[src/hw/rtl/lkvt_pkg.sv]
`timescale 1ns / 1ps

package lkvt_pkg;

  localparam int KEY_W   = 32;
  localparam int VALUE_W = 32;

  localparam logic MODE_INSERT = 1'b0;
  localparam logic MODE_LOOKUP = 1'b1;

  typedef struct packed {
    logic               active;
    logic               mode;
    logic [KEY_W-1:0]   key;
    logic [VALUE_W-1:0] value;
    logic               placed;
    logic               hit;
    logic [KEY_W-1:0]   rkey;
    logic [VALUE_W-1:0] rvalue;
  } token_t;

endpackage

[src/hw/rtl/lkvt_cell.sv]
`timescale 1ns / 1ps

module lkvt_cell (
  input  logic            clk,
  input  logic            rst,
  input  logic            entry_valid,
  input  lkvt_pkg::token_t tok_in,
  output lkvt_pkg::token_t tok_out
);

  logic [lkvt_pkg::KEY_W-1:0]   key_q;
  logic [lkvt_pkg::VALUE_W-1:0] value_q;
  lkvt_pkg::token_t             tok_next;
  logic                         wr;
  logic                         match;

  assign match = entry_valid && (key_q == tok_in.key);

  always_comb begin
    tok_next = tok_in;
    wr       = 1'b0;
    if (tok_in.active && !tok_in.placed) begin
      if (match) begin
        tok_next.placed = 1'b1;
        tok_next.hit    = 1'b1;
        if (tok_in.mode == lkvt_pkg::MODE_INSERT) begin
          wr = 1'b1;
        end else begin
          tok_next.rkey   = key_q;
          tok_next.rvalue = value_q;
        end
      end else if (!entry_valid && tok_in.mode == lkvt_pkg::MODE_INSERT) begin
        wr              = 1'b1;
        tok_next.placed = 1'b1;
      end
    end
  end

  always_ff @(posedge clk) begin
    if (wr) begin
      key_q   <= tok_in.key;
      value_q <= tok_in.value;
    end
  end

  always_ff @(posedge clk) begin
    if (rst) begin
      tok_out.active <= 1'b0;
    end else begin
      tok_out <= tok_next;
    end
  end

endmodule

[config.mk]
export PLATFORM = sky130hd
export DESIGN_NAME = lkvt_cell
export DESIGN_NICKNAME = d
export VERILOG_FILES = /design/src/hw/rtl/lkvt_pkg.sv /design/src/hw/rtl/lkvt_cell.sv
export SDC_FILE = /design/constraint.sdc
export NUM_CORES = 1
export LEC_CHECK = 0
export BUFFER_PORTS_ARGS = -buffer_cell sky130_fd_sc_hd__buf_2
export CORE_MARGIN = 4
export CORE_UTILIZATION = 44
export DETAILED_ROUTE_END_ITERATION = 7
export PLACE_DENSITY = 0.75
export SLEW_MARGIN = 15
export SYNTH_ARGS = -nofsm -noshare
export SYNTH_HDL_FRONTEND = slang
export SYNTH_SLANG_ARGS = --single-unit
[constraint.sdc]
create_clock -name clk -period 12.55 [get_ports clk]
set_input_delay 1.255 -clock clk [delete_from_list [all_inputs] [get_ports clk]]
set_output_delay 1.255 -clock clk [all_outputs]
set_load 0.01 [all_outputs]
### Word level (Yosys, flattened, before mapping)

Cells that the tools add are included.

* multiplexer cells: 9
* equality and inequality tests: 1
* bitwise logic cells: 1
* reductions and logical operators: 5

Operator list (number)
* $mux W66: 1
* $mux W65: 1
* $mux W64: 1
* $eq A32 B32 Y1: 1
* $mux W1: 6
* $logic_and A1 B1 Y1: 3
* $logic_not A1 Y1: 2
* $not A1 Y1: 1

* logic and storage cells: 26
* output and inout bits: 132
* register bits: 196
* bits of input ports: 135

### Logic depth before layout (Yosys ltp)

Gate-level depths: netlist of the first run.

* depth after elaboration: 5
* depth in mapped cells: 6
* depth with buffers taken out: 5

### Least setup slack after synthesis of the first run

Ideal clock, no wire load.

* path kind: input to register
* start point: input tok_in[99] (netlist name)
* end point: register key_q[0] (netlist name) (enable)
* stages on the path: 5
* data arrival time: 12.064 ns
* required time: 11.722 ns
* path buffers: 0
* library setup time: 0.828 ns
* slack: -0.342 ns
* cell sequence: xnor2_1 -> nand4_1 -> nor4_2 -> nand2_1 -> a2111oi_0

* longest elaborated chain between the ends: 4

Ends and longest elaborated chain
* from (decl): line lkvt_cell.sv:7 `input lkvt_pkg::token_t tok_in,`
* $eq A32 B32 Y1: line lkvt_cell.sv:17 `assign match = entry_valid && (key_q == tok_in.key);`
* $logic_and A1 B1 Y1: line lkvt_cell.sv:17
* $mux W1: line lkvt_cell.sv:23 `if (match) begin`
* $mux W1: line lkvt_cell.sv:22 `if (tok_in.active && !tok_in.placed) begin`
* via wr: line lkvt_cell.sv:14 `logic wr;`
* to (signal assigned): line lkvt_cell.sv:41 `key_q <= tok_in.key;`
* to (decl): line lkvt_cell.sv:11 `logic [lkvt_pkg::KEY_W-1:0] key_q;`

The timed path passes the listed nets, and every way through them passes these cells.
A chain may end at the register's enable or synchronous reset.

### Worst setup path in the final report of the first run

* start point: input tok_in[99] (netlist name)
* end point: register key_q[5] (netlist name) (enable)

Same word-level chain as after synthesis.

==> key figures, run 1 <==
Status
  – Run status: complete, no violations

Worst setup path
  – Critical Path End Type: flip-flop
  – CP Data Required Time: 12.62 ns
  – Crit path max fanout: 31
  – CP Class: input port to flip-flop
  – CP Launch Type: input port
  – Critical path data arrival time: 3.53 ns
  – Cell count of the worst reg-to-reg path: 6

Floorplanning
  – I/O pins: 267
  – Core ar.: 0.0161 mm^2
  – Die Span Y: 137 um
  – Die Wd: 137 um
  – Die ar.: 0.0188 mm^2
  – Row cnt: 46
  – Starting Density: 0.455

Logic synthesis
  – #FFs+latches synth: 196
  – Area leader, netlist: edfxtp_1
  – Post-Synthesis Net Count: 456
  – Yosys top cell area share: 0.799
  – Yosys cell types: 17
  – Syn Area/Cell: 22.8 um^2
  – Mapped cell area: 0.00733 mm^2
  – Top-count cell post-synth: edfxtp_1
  – Main synth FF type: edfxtp_1
  – Top cells by area, synth: edfxtp_1, mux2_4, xnor2_1
  – Syn. warnings: 0
  – Number of enable flip-flop cells after synthesis: 195
  – Post-synthesis async set-or-reset flop share: 0
  – Mapped Cells: 321
  – Post-synth top cells: edfxtp_1, mux2_4, xnor2_1
  – Seq/Total Area, Yosys: 0.802

Finish
  – Design area: 0.00953 mm^2
  – Fillers: 1255
  – Synthesis-to-layout area growth: 30.1%
  – Non-Filler Instances: 834
  – Final core occ: 0.592
  – Final Net Count: 739
  – Layout cells sized above 1: 0.596

Power and ir drop
  – P_int: 1.16 mW
  – NetSw: 0.307 mW
  – Power per Cell Area: 154 mW/mm^2
  – Worst vdd ir: 0.0814 mV
  – Comb pwr share: 0.081
  – Tot Pwr: 1.47 mW
  – Proportion of power drawn by the clock network: 0.389
  – LEAKAGE: 3.94 nW
  – Switching Share: 0.209
  – Sequential share of power: 0.530

Timing
  – Hold_ws: 0.550 ns
  – Post-route setup slack: 9.09 ns
  – Slew Limit Fails: 0
  – Final hold viol count: 0
  – Final period utilization: 0.276
  – Setup Viol. Count Final: 0
  – FMAX: 289 MHz
  – Fin crit period: 3.46 ns
  – Max-slew headroom: 0.412
  – Clock skew: 0.00820 ns
  – RSZ-0062 raised after global routing: no
  – TNS Setup: 0 ns
  – Least-Margin Pin Slew: 0.883 ns

Global routing
  – Vias in the first global route: 4067
  – Largest net degree at the start of global routing: 69
  – GR Overflow Total: 0
  – First-pass GRT wire length: 22.8 mm
  – GRT Total Usage: 0.164
  – Antenna violations before repair: 1

Placed design
  – Global placement routability congestion: 0.747
  – Place WS: 8.61 ns
  – IO buf count: 266
  – Dpl hpwl: 11.5 mm
  – Dpl cell area: 0.00890 mm^2
  – Placed cell count: 801

Clock network
  – Post-CTS Setup Inserts: 0
  – CTS tree: yes
  – # hold bufs at CTS: 0
  – # H-tree levels: 4
  – Max Root-Sink Buffers: 2
  – Post-cts resize count: 0
  – Clock slew at reported path FFs: 0.07 ns
  – Clock Root Buffer: clkbuf_16
  – TritonCTS Buffers: 17
  – Clk sinks: 196
  – Worst-Skew Late Latency: 0.42 ns

Detailed routing
  – Detailed Route WL: 15.8 mm
  – Drt via density: 4.74
  – DR iter-0 viols: 152
  – WL/cell: 18.9 um
  – Vias: 3950
  – Drt pass-1 iters: 4
  – Post-route DRC: 0
  – Post-route ant nets: 0

Min path
  – Hold path cells: 1
  – Worst Hold Class: flip-flop to flip-flop

Run
  – Max Cap Viol: 0
[worst max-delay path: stages]
cell and delay, ns:
buf_2 0.11, xnor2_1 0.27, nand4_1 0.25, nor4_2 0.50, nand2_1 0.18, a2111oi_2 0.46, buf_4 0.46
[power by group through the flow]
stage                     clock network, mW  registers (mW)  logic, mW
after detailed placement                  0           0.792      0.120
final                                 0.570           0.777      0.118
after global placement                    0           0.791      0.117
after global routing                  0.614           0.781      0.128
after CTS                             0.583           0.778      0.121
after floorplan                           0           0.813     0.0302
[placed cells by master (no fill, tap or decap), drive strengths merged, types with 4 or more instances in the layout]
cell	n
bufinv	4
nand4	9
edfxtp	195
mux2	64
inv	7
xnor2	32
buf	270
clkbuf	18
clkinv	4
[area by class of cell]
type | instances | area (um^2) | area share
flip-flops and latches | 196 | 5880 | 0.616
clock inverters | 14 | 200 | 0.0210
multi-input cells | 116 | 1380 | 0.144
well taps | 216 | 270 | 0.0283
repair buffers | 270 | 1370 | 0.143
diodes | 1 | 2.50 | 0.000262
clock buffers | 18 | 429 | 0.0450
inverters | 3 | 13.8 | 0.00144
[flip-flops by register name (all words and copies together) (netlist names)]
| register | count |
|---|---|
| key_q | 32 |
| tok_out | 132 |
| value_q | 32 |
[kinds of logic (layout without fill, tap and decap cells)]
| logic type | after synthesis | in the layout | share of synthesized area |
|---|---|---|---|
| xor+xnor | 32 | 32 | 0.0383 |
| other cells | 0 | 1 | 0 |
| simple gates | 16 | 16 | 0.0162 |
| buf+inv | 9 | 305 | 0.0108 |
| flops | 196 | 196 | 0.802 |
| compound gates | 4 | 4 | 0.00359 |
| mux | 64 | 64 | 0.129 |
[routing by layer]
layer	track usage	routed length [um]	vias to the layer above
met1	0.198	6110	1912
li1	-	-	1831
met5	0	0	-
met2	0.273	7870	180
met4	0.0671	325	0
met3	0.0526	1460	27
[path summary, 6_finish.rpt]
kind | slack [ns] | from | end
min reg2reg | 0.55 | value_q[23] | tok_out[23]
max | 9.09 | tok_in[99] | key_q[5]
min | 0.55 | value_q[23] | tok_out[23]
max reg2reg | 9.62 | key_q[1] | key_q[5]
Power figures use the tool's default switching activity.
==> inputs of run 2 (changes only) <==
--- a/config.mk
+++ b/config.mk
@@ -7,9 +7,9 @@
 export LEC_CHECK = 0
 export BUFFER_PORTS_ARGS = -buffer_cell sky130_fd_sc_hd__buf_2
 export CORE_MARGIN = 4
-export CORE_UTILIZATION = 44
+export CORE_UTILIZATION = 49
 export DETAILED_ROUTE_END_ITERATION = 7
-export PLACE_DENSITY = 0.75
+export PLACE_DENSITY = 0.79
 export SLEW_MARGIN = 15
 export SYNTH_ARGS = -nofsm -noshare
 export SYNTH_HDL_FRONTEND = slang
==> constraint.sdc (replaced) <==
create_clock -name clk -period 3.5 [get_ports clk]
set_input_delay 0.35 -clock clk [delete_from_list [all_inputs] [get_ports clk]]
set_output_delay 0.35 -clock clk [all_outputs]
set_load 0.01 [all_outputs]
==> run 2 against run 1 <==
Net effect:
- clock-buffer cell count is 1 higher
- non-clock buffer count is 2 higher
- power rose to 3.5 times the previous value
- sequential share of layout area barely moved
- worst hold slack worse by 0.44 ns
- register-to-register slack got worse by 8.8 ns
- critical path depth shrank 1
- via count decreased by 0.78%
- design area about the same
- flip-flop and latch count unchanged
- critical path type is now flip-flop to flip-flop
==> key figures, run 2 (synthesis gave the netlist of run 1 again) <==
Clock network
  – Post-cts resize count: 0
  – Clk sinks: 196
  – Post-CTS Setup Inserts: 0
  – Max Root-Sink Buffers: 2
  – TritonCTS Buffers: 17
  – # H-tree levels: 4
  – Worst-Skew Late Latency: 0.43 ns
  – Clock Root Buffer: clkbuf_16
  – Clock slew at reported path FFs: 0.07 ns
  – # hold bufs at CTS: 0
  – CTS tree: yes

Detailed routing
  – Detailed Route WL: 15.3 mm
  – Drt via density: 4.88
  – Vias: 3919
  – WL/cell: 19.1 um
  – DR iter-0 viols: 145
  – Drt pass-1 iters: 4
  – Post-route ant nets: 0
  – Post-route DRC: 0

Floorplanning
  – Die Wd: 130 um
  – Row cnt: 44
  – I/O pins: 267
  – Die ar.: 0.0170 mm^2
  – Starting Density: 0.502
  – Core ar.: 0.0146 mm^2
  – Die Span Y: 130 um

Finish
  – Synthesis-to-layout area growth: 30.1%
  – Biggest register: tok_out
  – Biggest regs: tok_out x132, key_q x32, value_q x32
  – Commonest non-fill, non-tap cell in the layout: buf_2
  – Final Net Count: 741
  – Number of diodes: 0
  – Layout cells sized above 1: 0.596
  – Non-Filler Instances: 803
  – Most frequent cells in the layout: buf_2, edfxtp_1, mux2_4
  – Max FFs per register: 132

Timing
  – RSZ-0062 raised after global routing: no
  – Setup Viol. Count Final: 0
  – FMAX: 380 MHz
  – Final hold viol count: 0
  – Fin crit period: 2.63 ns
  – Final period utilization: 0.752
  – Least-Margin Pin Slew: 0.815 ns
  – Post-route setup slack: 0.866 ns
  – Slew Limit Fails: 0
  – Clock skew: 0.0182 ns
  – Max-slew headroom: 0.457

Worst setup path
  – Critical R2R Launch: key_q[2]
  – CP Data Required Time: 3.66 ns
  – Crit path max fanout: 26
  – CP Class: flip-flop to flip-flop
  – Critical Path End Type: flip-flop
  – CP Launch Type: flip-flop
  – Critical path data arrival time: 2.80 ns
  – Crit. Startpoint: key_q[2]

Global routing
  – Vias in the first global route: 4156
  – Antenna violations before repair: 0
  – Largest net degree at the start of global routing: 64
  – GR Overflow Total: 0
  – GRT Total Usage: 0.178
  – First-pass GRT wire length: 22.4 mm

Power and ir drop
  – Worst vdd ir: 0.293 mV
  – Power per Cell Area: 540 mW/mm^2
  – LEAKAGE: 3.98 nW

Min path
  – Worst Hold Class: input port to flip-flop
  – Worst hold start: tok_in[94]

Placed design
  – Placed cell count: 771
  – Dpl hpwl: 11.4 mm
  – IO buf count: 266
  – Place WS: 0.695 ns
  – Global placement routability congestion: 0.767

Status
  – Run status: complete, no violations

Run
  – Max Cap Viol: 0
==> run 2: worst max-delay path: stages (launching register included) <==
cell	delay, ns
edfxtp_1	0.40
xnor2_1	0.23
nand4_1	0.21
nor4_4	0.41
nand4_4	0.44
buf_12	0.34
mux2_4	0.33
==> run 2: where the power goes <==
part	internal, mW	switching [mW]	leakage, nW
clock	1.12	0.806	0.285
sequential	2.75	0.0421	1.87
combinational	0.203	0.224	1.82
==> run 2: layer usage <==
layer,vias up,part of all wire,wire (um),track usage
li1,1840,-,-,-
met4,0,0.017,257,0.0685
met1,1881,0.38,5840,0.207
met5,-,0,0,0
met3,18,0.095,1460,0.0692
met2,180,0.51,7790,0.300
==> run 2: layout make-up <==
class / instances / area [um^2]
sequential: 196 / 5880
fill: 987 / 5060
timing repair buffer: 272 / 1410
multi-input combinational: 116 / 1410
clock buffer: 19 / 433
tap: 184 / 230
clock inverter: 13 / 154
inverter: 3 / 13.8
==> run 2: stage by stage <==
stage / hold slack (ns) / total power, mW / utilization / TNS, ns / instance area, um^2
global route: 0.0918 / 5.34 / 0.653 / 0 / 9530
finish: 0.112 / 5.14 / 0.653 / 0 / 9530
global placement: 0.527 / 3.26 / 0.613 / 0 / 8940
CTS: 0.0935 / 5.20 / 0.653 / 0 / 9530
detailed placement: 0.534 / 3.27 / 0.613 / 0 / 8940
floorplan: 0.417 / 3.02 / - / -23.98 / 7360
==> run 2: worst paths after layout <==
check	endpoint	slack, ns	depth (start not counted)
min reg2reg	tok_out[7]	0.54	1
max	tok_out[63]	0.87	6
max reg2reg	tok_out[63]	0.87	6
min	value_q[28]	0.11	1
